## src/hw/rtl/gptsc_pkg.sv

```systemverilog
// shared types and constants for the gyro phased turn steering controller
`timescale 1ns / 1ps

package gptsc_pkg;

  // datapath widths
  localparam int HeadingW = 32;
  localparam int TargetW  = 32;
  localparam int RateW    = 16;
  localparam int QuantW   = 8;
  localparam int CmdW     = 16;
  localparam int SpeedW   = 6;
  localparam int PhaseW   = 2;
  localparam int CfgIdxW  = 3;
  localparam int CfgDataW = 32;

  // divide by 500: floor(m * Recip500 / 2^Recip500Sh) is exact for m <= 32768
  localparam logic [RateW-1:0] Recip500   = 16'd33555;
  localparam int               Recip500Sh = 24;

  // steering and speed constants
  localparam logic [CmdW-1:0]   OpenLoopOfs = 16'd300;
  localparam logic [CmdW-1:0]   CounterOfs  = 16'd200;
  localparam logic [SpeedW-1:0] SpeedCount  = 6'd40;
  localparam logic [SpeedW-1:0] SpeedNear   = 6'd10;

  // maneuver phase codes
  localparam logic [PhaseW-1:0] PhaseOpen    = 2'd0;
  localparam logic [PhaseW-1:0] PhaseCounter = 2'd1;
  localparam logic [PhaseW-1:0] PhaseClosed  = 2'd2;

  // configuration register indexes
  localparam logic [CfgIdxW-1:0] CfgTarget   = 3'd0;
  localparam logic [CfgIdxW-1:0] CfgCenter   = 3'd1;
  localparam logic [CfgIdxW-1:0] CfgPropGain = 3'd2;
  localparam logic [CfgIdxW-1:0] CfgDerGain  = 3'd3;
  localparam logic [CfgIdxW-1:0] CfgDeadband = 3'd4;
  localparam logic [CfgIdxW-1:0] CfgNearBand = 3'd5;

  // configuration reset values
  localparam logic signed [TargetW-1:0] TargetRst   = 32'sd1130;
  localparam logic [CmdW-1:0]           CenterRst   = 16'd0;
  localparam logic [7:0]                PropGainRst = 8'd3;
  localparam logic [7:0]                DerGainRst  = 8'd10;
  localparam logic [15:0]               DeadbandRst = 16'd10;
  localparam logic [15:0]               NearBandRst = 16'd200;

  typedef struct packed {
    logic signed [TargetW-1:0] target_heading;
    logic [CmdW-1:0]           steer_center;
    logic [7:0]                prop_gain;
    logic [7:0]                deriv_gain;
    logic [15:0]               deadband;
    logic [15:0]               near_band;
  } cfg_t;

  // quantized rate word held in the input register
  typedef struct packed {
    logic                     valid;
    logic signed [QuantW-1:0] q;
  } quant_word_t;

  typedef struct packed {
    logic                     steer_valid;
    logic [CmdW-1:0]          steer_command;
    logic                     speed_valid;
    logic [SpeedW-1:0]        speed_target;
    logic [PhaseW-1:0]        phase;
    logic signed [HeadingW-1:0] heading;
  } result_t;

endpackage

```

## src/hw/rtl/gptsc_cfg_regs.sv

```systemverilog
// configuration register file
`timescale 1ns / 1ps

module gptsc_cfg_regs (
  input  logic                            clk_i,
  input  logic                            rst_ni,
  input  logic                            cfg_valid_i,
  output logic                            cfg_ready_o,
  input  logic [gptsc_pkg::CfgIdxW-1:0]   cfg_index_i,
  input  logic [gptsc_pkg::CfgDataW-1:0]  cfg_data_i,
  output gptsc_pkg::cfg_t                 cfg_o
);

  gptsc_pkg::cfg_t cfg_q, cfg_d;

  assign cfg_ready_o = 1'b1;

  always_comb begin
    cfg_d = cfg_q;
    if (cfg_valid_i) begin
      unique case (cfg_index_i)
        gptsc_pkg::CfgTarget:   cfg_d.target_heading = $signed(cfg_data_i);
        gptsc_pkg::CfgCenter:   cfg_d.steer_center   = cfg_data_i[15:0];
        gptsc_pkg::CfgPropGain: cfg_d.prop_gain      = cfg_data_i[7:0];
        gptsc_pkg::CfgDerGain:  cfg_d.deriv_gain     = cfg_data_i[7:0];
        gptsc_pkg::CfgDeadband: cfg_d.deadband       = cfg_data_i[15:0];
        gptsc_pkg::CfgNearBand: cfg_d.near_band      = cfg_data_i[15:0];
        default: ;
      endcase
    end
  end

  always_ff @(posedge clk_i or negedge rst_ni) begin
    if (!rst_ni) begin
      cfg_q.target_heading <= gptsc_pkg::TargetRst;
      cfg_q.steer_center   <= gptsc_pkg::CenterRst;
      cfg_q.prop_gain      <= gptsc_pkg::PropGainRst;
      cfg_q.deriv_gain     <= gptsc_pkg::DerGainRst;
      cfg_q.deadband       <= gptsc_pkg::DeadbandRst;
      cfg_q.near_band      <= gptsc_pkg::NearBandRst;
    end else begin
      cfg_q <= cfg_d;
    end
  end

  assign cfg_o = cfg_q;

endmodule

```

## src/hw/rtl/gptsc_rate_quant.sv

```systemverilog
// input register with rate divide by 500 on the way in
`timescale 1ns / 1ps

module gptsc_rate_quant (
  input  logic                                clk_i,
  input  logic                                rst_ni,
  input  logic                                rate_valid_i,
  output logic                                rate_stall_o,
  input  logic signed [gptsc_pkg::RateW-1:0]  rate_z_i,
  input  logic                                take_i,
  output gptsc_pkg::quant_word_t              word_o
);

  logic [gptsc_pkg::RateW-1:0]   mag;
  logic [2*gptsc_pkg::RateW-1:0] prod;
  logic [gptsc_pkg::QuantW-1:0]  qmag;
  logic signed [gptsc_pkg::QuantW-1:0] q_d, q_q;
  logic valid_d, valid_q;
  logic accept;

  // truncate toward zero: divide the magnitude, then restore the sign
  assign mag  = rate_z_i[gptsc_pkg::RateW-1] ? (~rate_z_i + 1'b1) : rate_z_i;
  assign prod = mag * gptsc_pkg::Recip500;
  assign qmag = prod[gptsc_pkg::Recip500Sh +: gptsc_pkg::QuantW];
  assign q_d  = rate_z_i[gptsc_pkg::RateW-1] ? $signed(~qmag + 1'b1) : $signed(qmag);

  assign rate_stall_o = valid_q && !take_i;
  assign accept       = rate_valid_i && !rate_stall_o;

  always_comb begin
    valid_d = valid_q;
    if (accept) begin
      valid_d = 1'b1;
    end else if (take_i) begin
      valid_d = 1'b0;
    end
  end

  always_ff @(posedge clk_i or negedge rst_ni) begin
    if (!rst_ni) begin
      valid_q <= 1'b0;
    end else begin
      valid_q <= valid_d;
    end
  end

  always_ff @(posedge clk_i) begin
    if (accept) begin
      q_q <= q_d;
    end
  end

  assign word_o.valid = valid_q;
  assign word_o.q     = q_q;

endmodule

```

## src/hw/rtl/gptsc_steer_core.sv

```systemverilog
// heading accumulation, phase sequencing, steering law and result register
`timescale 1ns / 1ps

module gptsc_steer_core (
  input  logic                    clk_i,
  input  logic                    rst_ni,
  input  gptsc_pkg::cfg_t         cfg_i,
  input  gptsc_pkg::quant_word_t  word_i,
  output logic                    take_o,
  output logic                    result_valid_o,
  input  logic                    result_stall_i,
  output gptsc_pkg::result_t      result_o
);

  localparam int ErrW = gptsc_pkg::HeadingW + 1;
  localparam int CmpW = gptsc_pkg::HeadingW + 5;

  logic signed [gptsc_pkg::HeadingW-1:0] acc_q, acc_d;
  logic [gptsc_pkg::PhaseW-1:0] phase_q, phase_d, phase_mid;
  logic signed [gptsc_pkg::QuantW-1:0] prev_q, prev_d;
  logic near_q, near_d;
  logic out_valid_q, out_valid_d;
  gptsc_pkg::result_t res_q, res_d;
  logic fire;

  logic signed [ErrW-1:0] err;
  logic [ErrW-1:0]        aerr;
  logic signed [CmpW-1:0] h_x, t_x, h3, h9, t3, t8, t9;
  logic                   cross1, cross2, near_hit, closed_upd;
  logic [gptsc_pkg::CmdW-1:0] err_lo, prev_x, p_term, d_term, corr;

  assign take_o = !out_valid_q || !result_stall_i;
  assign fire   = word_i.valid && take_o;

  assign acc_d = acc_q + {{(gptsc_pkg::HeadingW-gptsc_pkg::QuantW){word_i.q[gptsc_pkg::QuantW-1]}},
                          word_i.q};

  // exact error and its magnitude
  assign err  = ErrW'(cfg_i.target_heading) - ErrW'(acc_d);
  assign aerr = err[ErrW-1] ? ErrW'(-err) : ErrW'(err);

  // h > trunc(T/3): 3h > T for T >= 0, 3h >= T+3 for T < 0
  // h > trunc(8T/9): 9h > 8T for T >= 0, 9h >= 8T+9 for T < 0
  assign h_x = CmpW'(acc_d);
  assign t_x = CmpW'(cfg_i.target_heading);
  assign h3  = (h_x <<< 1) + h_x;
  assign h9  = (h_x <<< 3) + h_x;
  assign t3  = t_x + CmpW'(3);
  assign t8  = t_x <<< 3;
  assign t9  = t8 + CmpW'(9);
  assign cross1 = t_x[CmpW-1] ? (h3 >= t3) : (h3 > t_x);
  assign cross2 = t_x[CmpW-1] ? (h9 >= t9) : (h9 > t8);

  always_comb begin
    phase_mid = phase_q;
    if (phase_q == gptsc_pkg::PhaseOpen && cross1) begin
      phase_mid = gptsc_pkg::PhaseCounter;
    end
    phase_d = phase_mid;
    if (phase_mid == gptsc_pkg::PhaseCounter && cross2) begin
      phase_d = gptsc_pkg::PhaseClosed;
    end
  end

  // only the low bits of the correction reach the command
  assign err_lo = err[gptsc_pkg::CmdW-1:0];
  assign prev_x = {{(gptsc_pkg::CmdW-gptsc_pkg::QuantW){prev_q[gptsc_pkg::QuantW-1]}}, prev_q};
  assign p_term = gptsc_pkg::CmdW'(cfg_i.prop_gain * err_lo);
  assign d_term = gptsc_pkg::CmdW'(cfg_i.deriv_gain * prev_x);
  assign corr   = p_term + d_term;

  assign closed_upd = (aerr >= ErrW'(cfg_i.deadband));
  assign near_hit   = (aerr <= ErrW'(cfg_i.near_band));
  assign near_d     = near_q || near_hit;

  always_comb begin
    res_d               = '0;
    prev_d              = prev_q;
    res_d.phase         = phase_d;
    res_d.heading       = acc_d;
    unique case (phase_d)
      gptsc_pkg::PhaseOpen: begin
        res_d.steer_valid   = 1'b1;
        res_d.steer_command = cfg_i.steer_center - gptsc_pkg::OpenLoopOfs;
      end
      gptsc_pkg::PhaseCounter: begin
        res_d.steer_valid   = 1'b1;
        res_d.steer_command = cfg_i.steer_center + gptsc_pkg::CounterOfs;
        res_d.speed_valid   = 1'b1;
        res_d.speed_target  = gptsc_pkg::SpeedCount;
      end
      gptsc_pkg::PhaseClosed: begin
        if (closed_upd) begin
          res_d.steer_valid   = 1'b1;
          res_d.steer_command = cfg_i.steer_center - corr;
          prev_d              = word_i.q;
        end
      end
      default: ;
    endcase
    if (near_d) begin
      res_d.speed_valid  = 1'b1;
      res_d.speed_target = gptsc_pkg::SpeedNear;
    end
  end

  always_comb begin
    out_valid_d = out_valid_q;
    if (take_o) begin
      out_valid_d = word_i.valid;
    end
  end

  always_ff @(posedge clk_i or negedge rst_ni) begin
    if (!rst_ni) begin
      acc_q       <= '0;
      phase_q     <= gptsc_pkg::PhaseOpen;
      prev_q      <= '0;
      near_q      <= 1'b0;
      out_valid_q <= 1'b0;
    end else begin
      out_valid_q <= out_valid_d;
      if (fire) begin
        acc_q   <= acc_d;
        phase_q <= phase_d;
        prev_q  <= prev_d;
        near_q  <= near_d;
      end
    end
  end

  always_ff @(posedge clk_i) begin
    if (fire) begin
      res_q <= res_d;
    end
  end

  assign result_valid_o = out_valid_q;
  assign result_o       = res_q;

  // the phase never takes the unused code
  a_phase_legal: assert property (@(posedge clk_i) disable iff (!rst_ni)
    phase_q != 2'd3)
    else $error("phase register holds unused code");

  // closed loop is final until reset
  a_phase_closed_sticky: assert property (@(posedge clk_i) disable iff (!rst_ni)
    phase_q == gptsc_pkg::PhaseClosed |=> phase_q == gptsc_pkg::PhaseClosed)
    else $error("phase left closed loop");

  // near flag only sets
  a_near_sticky: assert property (@(posedge clk_i) disable iff (!rst_ni)
    near_q |=> near_q)
    else $error("near flag cleared");

  // a delivered speed is one of the two targets (the slow one once near)
  a_speed_code: assert property (@(posedge clk_i) disable iff (!rst_ni)
    out_valid_q && res_q.speed_valid |->
      (res_q.speed_target == gptsc_pkg::SpeedCount ||
       res_q.speed_target == gptsc_pkg::SpeedNear))
    else $error("unexpected speed target");

  // the state only moves when a word is taken
  a_state_hold: assert property (@(posedge clk_i) disable iff (!rst_ni)
    !fire |=> $stable(acc_q) && $stable(phase_q) && $stable(prev_q))
    else $error("state moved without a word");

endmodule

```

## src/hw/rtl/gyro_phased_turn_steer_controller_unit.sv

```systemverilog
// top level of the gyro phased turn steering controller
`timescale 1ns / 1ps

// a rate word passes through the input register and then the result register
// throughput: one word per cycle while result_stall_i is low; state update is a
// single pass through the core stage
// the input register takes one more word while a result waits on a stall
// reset (async, active low) clears heading, phase, previous rate and near flag,
// empties both registers and loads the configuration defaults
module gyro_phased_turn_steer_controller_unit (
  input  logic                                clk_i,
  input  logic                                rst_ni,
  // configuration write channel
  input  logic                                cfg_valid_i,
  output logic                                cfg_ready_o,
  input  logic [gptsc_pkg::CfgIdxW-1:0]       cfg_index_i,
  input  logic [gptsc_pkg::CfgDataW-1:0]      cfg_data_i,
  // rate sample channel
  input  logic                                rate_valid_i,
  output logic                                rate_stall_o,
  input  logic signed [gptsc_pkg::RateW-1:0]  rate_z_i,
  // result channel
  output logic                                result_valid_o,
  input  logic                                result_stall_i,
  output logic                                steer_valid_o,
  output logic [gptsc_pkg::CmdW-1:0]          steer_command_o,
  output logic                                speed_valid_o,
  output logic [gptsc_pkg::SpeedW-1:0]        speed_target_o,
  output logic [gptsc_pkg::PhaseW-1:0]        phase_o,
  output logic signed [gptsc_pkg::HeadingW-1:0] heading_o
);

  gptsc_pkg::cfg_t        cfg;
  gptsc_pkg::quant_word_t word;
  gptsc_pkg::result_t     res;
  logic                   take;

  // register file, always ready
  gptsc_cfg_regs u_cfg (
    .clk_i       (clk_i),
    .rst_ni      (rst_ni),
    .cfg_valid_i (cfg_valid_i),
    .cfg_ready_o (cfg_ready_o),
    .cfg_index_i (cfg_index_i),
    .cfg_data_i  (cfg_data_i),
    .cfg_o       (cfg)
  );

  // divide by 500 (reciprocal multiply) ahead of the input register
  gptsc_rate_quant u_quant (
    .clk_i        (clk_i),
    .rst_ni       (rst_ni),
    .rate_valid_i (rate_valid_i),
    .rate_stall_o (rate_stall_o),
    .rate_z_i     (rate_z_i),
    .take_i       (take),
    .word_o       (word)
  );

  // heading, phase, steering law; result register at its output
  gptsc_steer_core u_core (
    .clk_i          (clk_i),
    .rst_ni         (rst_ni),
    .cfg_i          (cfg),
    .word_i         (word),
    .take_o         (take),
    .result_valid_o (result_valid_o),
    .result_stall_i (result_stall_i),
    .result_o       (res)
  );

  // unpack the result word onto its field ports
  assign steer_valid_o   = res.steer_valid;
  assign steer_command_o = res.steer_command;
  assign speed_valid_o   = res.speed_valid;
  assign speed_target_o  = res.speed_target;
  assign phase_o         = res.phase;
  assign heading_o       = res.heading;

endmodule
```

## config.mk

```make
export PLATFORM = sky130hd
export DESIGN_NAME = gyro_phased_turn_steer_controller_unit
export DESIGN_NICKNAME = d
export VERILOG_FILES = /design/src/hw/rtl/gptsc_pkg.sv /design/src/hw/rtl/gptsc_cfg_regs.sv /design/src/hw/rtl/gptsc_rate_quant.sv /design/src/hw/rtl/gptsc_steer_core.sv /design/src/hw/rtl/gyro_phased_turn_steer_controller_unit.sv
export SDC_FILE = /design/constraint.sdc
export NUM_CORES = 1
export LEC_CHECK = 0
export BUFFER_PORTS_ARGS = -buffer_cell sky130_fd_sc_hd__buf_2
export CORE_ASPECT_RATIO = 1.1
export CORE_MARGIN = 4
export CORE_UTILIZATION = 51
export DETAILED_ROUTE_END_ITERATION = 16
export GPL_TIMING_DRIVEN = 0
export PLACE_DENSITY = 0.74
export SLEW_MARGIN = 20
export SYNTH_ARGS = -nofsm -noshare
export SYNTH_HDL_FRONTEND = slang
export SYNTH_HIERARCHICAL = 1
export SYNTH_SLANG_ARGS = --single-unit
```

## constraint.sdc

```tcl
create_clock -name clk_i -period 28 [get_ports clk_i]
set_input_delay 2.8 -clock clk_i [delete_from_list [all_inputs] [get_ports clk_i]]
set_output_delay 2.8 -clock clk_i [all_outputs]
set_load 0.005 [all_outputs]
```

Word level (Yosys, flattened, before mapping). Index checks and enable logic that the tools add are counted. W data, S select, Z words.

Register bits after elaboration: 207. Input port bits: 56. Output and inout port bits: 61. Word-level logic and storage cells: 85.

Add/sub/neg operators: 13. $mul: 3. Order comparisons: 6. Eq/ne operators: 8. Multiplexer cells: 12. Bitwise operators: 2. Reductions and logical operators: 22.

Operators with widths (count): $pmux W17 S3 (1); $add A35 B32 Y36 (1); $add A35 B5 Y36 const B (1); $ge A36 B36 Y1 (1); $gt A36 B35 Y1 (1); $add A33 B32 Y34 (1); $ge A34 B33 Y1 (1); $gt A34 B32 Y1 (1); $add A32 B3 Y33 const B (1); $ge A33 B16 Y1 (1); $le A33 B16 Y1 (1); $mux W33 (1); $neg A33 Y33 (1); $sub A32 B32 Y33 (1); $add A32 B32 Y32 (1); $mul A16 B16 Y32 const B (1); $mux W17 (1); $add A16 B1 Y16 const B (1); $add A16 B16 Y16 (1); $add A16 B8 Y16 const B (1); $mul A8 B16 Y16 (1); $mul A9 B8 Y16 (1); $mux W16 (1); $not A16 Y16 (1); other kinds (21) (42).

Longest topological paths before layout. Gate-level depths: netlist (run 1).

Depth after elaboration: 11. Gate-level depth with buffers: 51. Gate-level depth less buffers: 48.

Hierarchy. Netlist (run 1), hierarchy kept.

By module, submodules not included: gptsc_steer_core (times used 1, cells an instance 2521, area each 21311.7 um2, sequential area each 2722.6 um2); gptsc_rate_quant (times used 1, cells an instance 481, area each 4281.6 um2, sequential area each 265.3 um2); gptsc_cfg_regs (times used 1, cells an instance 210, area each 3772.4 um2, sequential area each 2419.8 um2).

Worst setup path before layout (run 1). No wires, ideal clock.

Path type: input to register. Start: input port rate_z_i[4] in the netlist's numbering. End: register u_quant/q_q[7] in the netlist's numbering, data pin. Library setup time: 0.269 ns. Data arrival time: 9.343 ns. Data required time: 27.731 ns. Path slack: 18.388 ns. Stages: 25. Buffers on the path: 1. Path through: or4_1 > or3_1 > or2_1 > or4b_1 > buf_2 > clkinv_2 > ha_1 > fa_1 > inv_1 > fa_1 > inv_1 > fa_1 > inv_1 > fa_1 > inv_1 > ha_1 > nand4_1 > nor4_2 > nand4_1 > o2111a_1 > o21bai_4 > mux2i_1 > o211ai_1 > o31ai_1 > a221oi_2.

Cells in the longest elaborated chain, start to end: 7.

RTL lines: from (decl) (RTL line gyro_phased_turn_steer_controller_unit.sv:21) `input logic signed [gptsc_pkg::RateW-1:0] rate_z_i,`; $not A16 Y16 (RTL line gptsc_rate_quant.sv:22) `assign mag = rate_z_i[gptsc_pkg::RateW-1] ? (~rate_z_i + 1'b1) : rate_z_i;`; $add A16 B1 Y16 (RTL line gptsc_rate_quant.sv:22); $mux W16 (*) (RTL line gptsc_rate_quant.sv:22); $mul A16 B16 Y32 (*) (RTL line gptsc_rate_quant.sv:23) `assign prod = mag * gptsc_pkg::Recip500;`; $not A8 Y8 (RTL line gptsc_rate_quant.sv:25) `assign q_d = rate_z_i[gptsc_pkg::RateW-1] ? $signed(~qmag + 1'b1) : $signed(qmag);`; $add A8 B1 Y8 (RTL line gptsc_rate_quant.sv:25); $mux W8 (*) (RTL line gptsc_rate_quant.sv:25); net u_quant.q_d, one bit (RTL line gptsc_rate_quant.sv:17) `logic signed [gptsc_pkg::QuantW-1:0] q_d, q_q;`; to (signal assigned) (RTL line gptsc_rate_quant.sv:49) `q_q <= q_d;`; to (decl) (RTL line gptsc_rate_quant.sv:17).

Mark *: on every way through the listed nets, which the timed path passes. The rest lies on a longest branch. A chain may end at the register's enable or synchronous reset.

==> metrics.txt, run 1 <==
EDFF count, synth 62; count of standard-cell rows 91; number of hold-repair buffers added at the cts stage 0; # H-tree levels 1; Layout Cells excl Fill 4120; GR Layer Usage met1 0.333; crit-path max FO 12; Buf+Inv Stages, Crit Path 4; Resize count post-CTS 0; wire length per cell after detailed routing 19.3 um; first-pass GRT wire length 126000 um; starting density of the core 0.519; hpwl dp 64700 um; required time of the critical path 28.27 ns; gr usage total 0.255; setup clock skew after layout 0.0172 ns; CTS tree built; count of final setup violators 0; most used routing layer in global routing met2; RSZ-0062 raised after global routing false; # nets final 4070; Cell Area, Synth 29400 um2; later-pin clock latency in the skew report 0.56 ns; grt total ovfl 0; worst hold path type flip-flop to flip-flop; count of unique library cells instantiated by Yosys 111; fmax 0.0824 GHz; number of instances in the placed design 4073; core region area 56600 um2; met2 global-route usage 0.428; critical setup path kind flip-flop to flip-flop; largest incremental delay on the critical path 0.95 ns; total of max-cap violations 0; Primary FF master, synth sky130_fd_sc_hd__dfrtp_1; met3 track demand over resource in global routing 0.0384; most used cell along the critical path sky130_fd_sc_hd__o21a_1; number of I/O port buffers 111; family with the most delay on the worst path compound AO/OA/AOI/OAI gates; routed vias/inst 5.80; number of buffers added by the clock tree synthesis step 25; measured slew at the worst slew-check pin 1.20 ns; Mean Syn Cell Area 9.14 um2; drt first pass iters 5; DIE AREA 61500 um2; Critical Path Start Type flip-flop; outcome completed; clock period minus final worst setup slack 12.13 ns; final worst path period share 0.433; area delta synth->final 8.38%; number of register bits inferred by synthesis 203; CP endpoint kind flip-flop; IO Count 117; fraction of the yosys area taken by sequential cells 0.184; Post-CTS Setup Inserts 0; number of standard cells after synthesis 3212; Die Ht 260 um; remaining design rule violation count 0; drt initial violations 1454; buffer levels on the longest clock path 3; total count of hold-check failures in the final report 0; data arrival time of the worst path 12.40 ns; total count of max-transition violations in the final report 0; pin count of the biggest net entering global routing 79; slew margin rel. 0.196; via count of the first global-routing pass 23806; Sinks on Clock Net 203; total of warnings raised by yosys 6; chip width 237 um; ratio of cells with drive above 1 in the final layout 0.104; overall routed net length 79500 um; Post-synth ARST share 0.695; total number of vias 23890; slowest library cell on the worst path sky130_fd_sc_hd__xor2_1; weighted congestion reported at the end of routability-driven placement 0.966; post-route ant nets 0; accumulated negative setup slack 0 ns; clk root buf sky130_fd_sc_hd__clkbuf_16; clock slew seen by the registers of the worst setup and hold paths 0.06 ns; initial antenna violation count 2
==> cells in the final DEF, fill, tap and decap left out, types with 18 or more instances in the layout <==
master / Yosys / final
sky130_fd_sc_hd__o21a_1: 35 / 35
sky130_fd_sc_hd__nor3_1: 52 / 52
sky130_fd_sc_hd__nand2b_1: 36 / 36
sky130_fd_sc_hd__mux2_2: 77 / 77
sky130_fd_sc_hd__fa_1: 178 / 178
sky130_fd_sc_hd__xnor2_1: 200 / 200
sky130_fd_sc_hd__a21oi_1: 151 / 151
sky130_fd_sc_hd__nor2_1: 132 / 132
sky130_fd_sc_hd__nand3_1: 66 / 66
sky130_fd_sc_hd__clkbuf_1: 48 / 49
sky130_fd_sc_hd__nand4_1: 56 / 56
sky130_fd_sc_hd__ha_1: 480 / 480
sky130_fd_sc_hd__or3_1: 20 / 20
sky130_fd_sc_hd__a21o_1: 84 / 84
sky130_fd_sc_hd__o31ai_1: 18 / 18
sky130_fd_sc_hd__o21bai_1: 33 / 33
sky130_fd_sc_hd__o21ai_0: 128 / 128
sky130_fd_sc_hd__clkbuf_16: 0 / 28
sky130_fd_sc_hd__mux2_4: 27 / 27
sky130_fd_sc_hd__xor2_1: 64 / 64
sky130_fd_sc_hd__and2_1: 76 / 76
sky130_fd_sc_hd__nor2b_1: 55 / 55
sky130_fd_sc_hd__and3_1: 18 / 18
sky130_fd_sc_hd__buf_2: 3 / 114
sky130_fd_sc_hd__nand2_1: 250 / 250
sky130_fd_sc_hd__edfxtp_1: 62 / 62
sky130_fd_sc_hd__dfrtp_1: 127 / 127
sky130_fd_sc_hd__inv_1: 415 / 414
==> path summary, 6_finish.rpt <==
path	start	endpoint	slack [ns]	depth (start not counted)
max in group asynchronous	rst_ni	u_cfg/cfg_o[65]$_DFFE_PN1P_	24.92	2
min in group asynchronous	rst_ni	u_core/acc_q[28]$_DFFE_PN0P_	2.25	1
worst min register to register	u_core/acc_q[8]$_DFFE_PN0P_	u_core/acc_q[8]$_DFFE_PN0P_	0.49	2
worst max-delay path	u_quant/q_q[7]$_DFFE_PP_	u_core/result_o[51]$_DFFE_PP_	15.87	45
worst max register to register	u_quant/q_q[7]$_DFFE_PP_	u_core/result_o[51]$_DFFE_PP_	15.87	45
worst min-delay path	u_core/acc_q[8]$_DFFE_PN0P_	u_core/acc_q[8]$_DFFE_PN0P_	0.49	2
==> flip-flops by register name, indices dropped and copies added (netlist names) <==
signal,flops
u_core/acc_q,32
u_quant/valid_q,1
u_cfg/cfg_o,96
u_core/result_valid_o,1
u_core/result_o,54
u_core/phase_q,2
u_quant/q_q,8
u_core/near_q,1
u_core/prev_q,8
==> layout make-up <==
class | count | area (um2)
fill | 5098 | 24800
multi-input combinational | 2516 | 22000
sequential | 203 | 5410
inverter | 423 | 1610
tap | 744 | 931
clock buffer | 32 | 746
timing repair buffer | 115 | 633
buffer | 72 | 402
clock inverter | 13 | 136
antenna | 2 | 5.00
==> cells by family (layout without fill, tap and decap cells) <==
logic type               count (synthesis)  in the layout  synth area share
adder cells (fa/ha/maj)                661            661             0.327
flip-flops                             203            203             0.184
XOR/XNOR                               266            266            0.0803
multiplexers                           112            112            0.0461
AND/OR/NAND/NOR                        839            839             0.148
other                                    2              6          0.000256
buffers and inverters                  495            655            0.0684
AO/OA/AOI/OAI                          634            634             0.146
==> worst min-delay path: cells and delay by family, from the launching register on <==
kind | cells | cell delay, ns
flops | 1 | 0.35
compound gates | 1 | 0.06
simple gates | 1 | 0.05
==> stage by stage <==
stage               instance area [um2]   util  hold slack (ns)  setup WS [ns]
floorplan                         29400      -            0.451          18.39
global placement                  30900  0.545            0.466          15.79
detailed placement                30900  0.547            0.475          16.22
CTS                               31800  0.562            0.489          16.17
global route                      31800  0.562            0.507          15.25
finish                            31800  0.562            0.488          15.87
==> synth_stat cells (11+ instances only) <==
| cell type | count | area, um2 |
|---|---|---|
| sky130_fd_sc_hd__a211oi_1 | 16 | 120 |
| sky130_fd_sc_hd__a21o_1 | 84 | 631 |
| sky130_fd_sc_hd__a21oi_1 | 151 | 756 |
| sky130_fd_sc_hd__a221oi_1 | 11 | 96.3 |
| sky130_fd_sc_hd__and2_1 | 76 | 475 |
| sky130_fd_sc_hd__and3_1 | 18 | 113 |
| sky130_fd_sc_hd__buf_6 | 14 | 158 |
| sky130_fd_sc_hd__clkbuf_1 | 48 | 180 |
| sky130_fd_sc_hd__dfrtp_1 | 127 | 3180 |
| sky130_fd_sc_hd__dfstp_2 | 14 | 368 |
| sky130_fd_sc_hd__edfxtp_1 | 62 | 1860 |
| sky130_fd_sc_hd__fa_1 | 178 | 3560 |
| sky130_fd_sc_hd__ha_1 | 480 | 6010 |
| sky130_fd_sc_hd__inv_1 | 415 | 1560 |
| sky130_fd_sc_hd__mux2_2 | 77 | 867 |
| sky130_fd_sc_hd__mux2_4 | 27 | 405 |
| sky130_fd_sc_hd__nand2_1 | 250 | 938 |
| sky130_fd_sc_hd__nand2b_1 | 36 | 225 |
| sky130_fd_sc_hd__nand3_1 | 66 | 330 |
| sky130_fd_sc_hd__nand4_1 | 56 | 350 |
| sky130_fd_sc_hd__nor2_1 | 132 | 495 |
| sky130_fd_sc_hd__nor2b_1 | 55 | 344 |
| sky130_fd_sc_hd__nor3_1 | 52 | 260 |
| sky130_fd_sc_hd__nor4_1 | 13 | 81.3 |
| sky130_fd_sc_hd__o21a_1 | 35 | 263 |
| sky130_fd_sc_hd__o21ai_0 | 128 | 641 |
| sky130_fd_sc_hd__o21ai_1 | 12 | 60.1 |
| sky130_fd_sc_hd__o21bai_1 | 33 | 248 |
| sky130_fd_sc_hd__o22ai_1 | 11 | 68.8 |
| sky130_fd_sc_hd__o31ai_1 | 18 | 135 |
| sky130_fd_sc_hd__or2_2 | 13 | 81.3 |
| sky130_fd_sc_hd__or3_1 | 20 | 125 |
| sky130_fd_sc_hd__xnor2_1 | 200 | 1750 |
| sky130_fd_sc_hd__xor2_1 | 64 | 561 |
==> layer usage <==
metal,part of all wire,wire (um),up-vias
met3,0.068,5370,160
met1,0.43,33900,11552
met4,0.039,3130,0
li1,-,-,11480
met5,0,0,-
met2,0.47,37000,698
Power of run 1 is not shown: default switching activity piles up to over one toggle a cycle in this logic, so the estimate is an artifact.
==> inputs of run 2 (changes only) <==
- clock period: 28 -> 11.7 ns (I/O delays scaled with it)
==> run 2 against run 1 <==
Sequential share of layout area about the same. Hold slack hardly changed. First-iteration DRC count increased by 5.0%. Via count rose by 0.31%. Critical path type unchanged. Clock skew barely moved. Die area unchanged. Final cell count about the same. Global-route usage hardly changed. Critical endpoint unchanged. Core utilization up 0.12 points. Sequential cell count stayed put.
==> metrics.txt, run 2 (same netlist as run 1, synthesis figures left out) <==
outcome completed; CP endpoint kind flip-flop; met3 track demand over resource in global routing 0.0392; Crit Reg-Reg Endpoint u_core/result_o[51]$_DFFE_PP_; Min-Delay Endpoint u_core/acc_q[8]$_DFFE_PN0P_; worst hold path type flip-flop to flip-flop; initial antenna violation count 2; routed vias/inst 5.81; CTS tree built; RSZ-0062 raised after global routing false; buffer levels on the longest clock path 3; filler instances 5093; number of instances in the placed design 4073; overall routed net length 79500 um; count of final setup violators 0; via count of the first global-routing pass 23821; chip width 237 um; drt initial violations 1526; slew margin rel. 0.249; Sinks on Clock Net 203; number of flip-flops in the largest register 96; drt first pass iters 5; starting density of the core 0.519; final worst path period share 0.939; grt total ovfl 0; measured slew at the worst slew-check pin 1.12 ns; gr usage total 0.255; critical register-to-register path startpoint u_quant/q_q[7]$_DFFE_PP_; Cells on Worst Hold Path 2; most used cell along the critical path sky130_fd_sc_hd__o21a_1; area delta synth->final 8.62%; met2 global-route usage 0.428; clk root buf sky130_fd_sc_hd__clkbuf_16; accumulated negative setup slack 0 ns; area of placed instances 30900 um2; # H-tree levels 1; critical hold path startpoint u_core/acc_q[8]$_DFFE_PN0P_; clock slew seen by the registers of the worst setup and hold paths 0.06 ns; # nets final 4074; DIE AREA 61500 um2; slowest library cell on the worst path sky130_fd_sc_hd__xor2_4; total number of vias 23963; Layout Cells excl Fill 4124; total count of hold-check failures in the final report 0; most common cell after layout, fill and taps aside sky130_fd_sc_hd__ha_1; weighted congestion reported at the end of routability-driven placement 0.966; family with the most delay on the worst path compound AO/OA/AOI/OAI gates; flop-to-flop setup slack 0.72 ns; number of buffers added by the clock tree synthesis step 25; post-route ant nets 0; setup clock skew after layout 0.0177 ns; crit-path max FO 10; Buf+Inv Stages, Crit Path 6; total count of max-transition violations in the final report 0; pin count of the biggest net entering global routing 79; total of max-cap violations 0; first-pass GRT wire length 126000 um; IO Count 117; Die Ht 260 um; post-route cell area 31900 um2; most frequent cells in the layout sky130_fd_sc_hd__ha_1, sky130_fd_sc_hd__inv_1, sky130_fd_sc_hd__nand2_1; required time of the critical path 11.97 ns; number of cells traversed by the worst register-to-register path 48; largest incremental delay on the critical path 0.45 ns; Critical Path Start Type flip-flop; GR Layer Usage met1 0.333; critical setup path kind flip-flop to flip-flop; count of standard-cell rows 91; wire length per cell after detailed routing 19.3 um; ratio of cells with drive above 1 in the final layout 0.106; fmax 0.0910 GHz; most used routing layer in global routing met2; later-pin clock latency in the skew report 0.56 ns; hpwl dp 64700 um; remaining design rule violation count 0; core region area 56600 um2; data arrival time of the worst path 11.26 ns; number of I/O port buffers 111; clock period minus final worst setup slack 10.98 ns
-- run 2: cell count changes in the layout (fill, tap and decap cells not counted), sizes merged --
cell / change
buf: +4
-- run 2: how the worst max path moves through the flow --
stage,startpoint,end,slack (ns),depth (start not counted)
6_report,u_quant/q_q[7]$_DFFE_PP_,u_core/result_o[51]$_DFFE_PP_,0.72,48
2_1_floorplan,u_quant/q_q[7]$_DFFE_PP_,u_core/prev_q[7]$_DFFE_PN0P_,2.38,47
3_5_place_dp,u_quant/q_q[7]$_DFFE_PP_,u_core/result_o[51]$_DFFE_PP_,-0.08,45
4_1_cts,u_quant/q_q[7]$_DFFE_PP_,u_core/result_o[51]$_DFFE_PP_,0.20,45
5_1_grt,u_quant/q_q[7]$_DFFE_PP_,u_core/result_o[51]$_DFFE_PP_,0.08,47
3_3_place_gp,u_quant/q_q[7]$_DFFE_PP_,u_core/result_o[51]$_DFFE_PP_,-0.51,45
-- run 2: worst reg2reg max path, delay by kind of cell (launching register included) --
kind | cells | cell delay, ns
AO/OA/AOI/OAI | 27 | 5.17
AND/OR/NAND/NOR | 10 | 1.87
buffers and inverters | 6 | 1.50
adder cells (fa/ha/maj) | 3 | 1.12
XOR/XNOR | 2 | 0.71
flip-flops | 1 | 0.36
-- run 2: timing repair --
action                     CTS  global route
setup endpoints to repair    9            25
hold buffers                 0             0
resized for setup            1             4
buffers inserted             0             4
-- run 2: layout make-up --
cell class	count	area, um2	share of cell area
clock inverters	13	136	0.00428
repair buffers	119	676	0.0212
multi-input cells	2516	22000	0.689
diodes	2	5.00	0.000157
clock buffers	32	746	0.0234
inverters	423	1610	0.0504
plain buffers	72	403	0.0126
flip-flops and latches	203	5410	0.170
well taps	744	931	0.0292
-- run 2: per-layer routing --
layer	wire length, um	share of wire	vias up
met4	3180	0.040	0
met2	37000	0.47	699
met5	0	0	-
li1	-	-	11496
met1	34200	0.43	11606
met3	5150	0.065	162
-- run 2: through the flow --
stage	hold WS (ns)	utilization	setup WS, ns
after floorplan	0.451	-	2.38
after global placement	0.466	0.545	-0.514
after detailed placement	0.475	0.547	-0.0767
after CTS	0.489	0.562	0.196
after global routing	0.507	0.564	0.0791
final	0.489	0.564	0.716
Power of run 2 is left out for the same reason.
==> inputs of run 3 (changes only) <==
- CELL_PAD_IN_SITES_DETAIL_PLACEMENT: unset -> 0
- CELL_PAD_IN_SITES_GLOBAL_PLACEMENT: unset -> 1
- PLACE_DENSITY: 0.74 -> 0.9
==> run 3 against run 2 <==
Global-route usage is 0.12 points higher. Sequential cell count stayed put. Register-to-register slack worse by 0.39 ns. Core utilization hardly changed. Final area hardly changed. Final cell count hardly changed. Critical path depth is 1 lower. First-iteration DRC count is 6.8% higher. Routed wire length is 0.63% higher. Non-clock buffer count stayed put. Die area stayed put.
==> metrics.txt, run 3 (same netlist as run 1, synthesis figures left out) <==
total number of vias 23721; count of final setup violators 0; Crit Reg-Reg Endpoint u_core/result_o[54]$_DFFE_PP_; routed vias/inst 5.75; weighted congestion reported at the end of routability-driven placement 0.962; critical register-to-register path startpoint u_quant/q_q[7]$_DFFE_PP_; Final Hold Slack 0.483 ns; buffer levels on the longest clock path 3; flop-to-flop setup slack 0.32 ns; post-route ant nets 0; most frequent cells in the layout sky130_fd_sc_hd__ha_1, sky130_fd_sc_hd__inv_1, sky130_fd_sc_hd__nand2_1; crit-path max FO 15; slowest library cell on the worst path sky130_fd_sc_hd__xnor2_1; number of I/O port buffers 111; final standard cell utilization of the core 0.564; clock period minus final worst setup slack 11.38 ns; initial antenna violation count 5; via count of the first global-routing pass 23487; CP endpoint kind flip-flop; area delta synth->final 8.59%; ratio of cells with drive above 1 in the final layout 0.107; number of cells traversed by the worst register-to-register path 47; setup clock skew after layout 0.0282 ns; count of standard-cell rows 91; hpwl dp 65200 um; CTS tree built; grt total ovfl 0; pin count of the biggest net entering global routing 81; total count of hold-check failures in the final report 0; required time of the critical path 11.98 ns; filler instances 5132; worst setup margin 0.323 ns; number of flip-flops in the largest register 96; wire length per cell after detailed routing 19.4 um; total count of max-transition violations in the final report 0; clk root buf sky130_fd_sc_hd__clkbuf_16; remaining design rule violation count 0; critical setup path kind flip-flop to flip-flop; slew margin rel. 0.273; core region area 56600 um2; later-pin clock latency in the skew report 0.57 ns; accumulated negative setup slack 0 ns; largest incremental delay on the critical path 0.79 ns; overall routed net length 80000 um; worst-case setup slack after placement -0.138 ns; drt first pass iters 6; Cells on Worst Hold Path 2; chip width 237 um; gr usage total 0.256; # nets final 4074; total of max-cap violations 0; RSZ-0062 raised after global routing false; IO Count 117; outcome completed; clock slew seen by the registers of the worst setup and hold paths 0.06 ns; Sinks on Clock Net 203; # H-tree levels 1; DIE AREA 61500 um2; final worst path period share 0.972; data arrival time of the worst path 11.66 ns; most used cell along the critical path sky130_fd_sc_hd__o21a_1; Die Ht 260 um; Min-Delay Endpoint u_core/acc_q[3]$_DFFE_PN0P_; number of buffers added by the clock tree synthesis step 25; Critical Path Start Type flip-flop; fmax 0.0879 GHz; worst hold path type flip-flop to flip-flop; measured slew at the worst slew-check pin 1.09 ns; critical hold path startpoint u_core/acc_q[3]$_DFFE_PN0P_; starting density of the core 0.519; most common cell after layout, fill and taps aside sky130_fd_sc_hd__ha_1; drt initial violations 1630; first-pass GRT wire length 126000 um
## run 3: critical path, delay by kind of cell (launching register included)
family / cells / cell delay (ns)
flops: 1 / 0.36
buf+inv: 8 / 2.31
xor+xnor: 1 / 0.79
fa+ha+maj: 3 / 1.01
compound gates: 22 / 4.16
simple gates: 13 / 2.44
## run 3: metrics by stage
| step | std cells | cell area, um2 |
|---|---|---|
| 6_report | 4127 | 31900 |
| 5_1_grt | 4125 | 31900 |
| 4_1_cts | 4119 | 31800 |
| 3_5_place_dp | 4073 | 30900 |
| 3_3_place_gp | 4069 | 30900 |
| 2_1_floorplan | 3214 | 29400 |
## run 3: how the worst max path moves through the flow
stage,from,end,slack (ns),depth (start not counted)
floorplan,u_quant/q_q[7]$_DFFE_PP_,u_core/prev_q[7]$_DFFE_PN0P_,2.38,47
global placement,u_quant/q_q[7]$_DFFE_PP_,u_core/result_o[54]$_DFFE_PP_,-0.60,45
detailed placement,u_quant/q_q[7]$_DFFE_PP_,u_core/result_o[54]$_DFFE_PP_,-0.14,45
CTS,u_quant/q_q[7]$_DFFE_PP_,u_core/result_o[54]$_DFFE_PP_,0.13,45
global route,u_quant/q_q[7]$_DFFE_PP_,u_core/result_o[54]$_DFFE_PP_,0.02,47
finish,u_quant/q_q[7]$_DFFE_PP_,u_core/result_o[54]$_DFFE_PP_,0.32,47
## run 3: repair_timing
| item | CTS | global route |
|---|---|---|
| gates resized for setup | 1 | 1 |
| buffers inserted | 0 | 4 |
| endpoints found under the setup margin | 10 | 17 |
| hold buffers | 0 | 0 |
## run 3: metal layers
layer	global-route usage	wire (um)	vias up
met1	0.347	35500	11453
met4	0.0972	3010	4
li1	-	-	11504
met3	0.0328	4680	135
met2	0.420	36800	625
met5	0	17	-
## run 3: cell type report
class / count / area, um2 / area share
diodes: 4 / 10.0 / 0.000314
plain buffers: 72 / 402 / 0.0126
clock buffers: 27 / 653 / 0.0205
clock inverters: 19 / 210 / 0.00659
inverters: 423 / 1610 / 0.0505
multi-input cells: 2516 / 22000 / 0.690
flip-flops and latches: 203 / 5410 / 0.170
well taps: 744 / 931 / 0.0292
repair buffers: 119 / 676 / 0.0212
Power of run 3 is left out for the same reason.
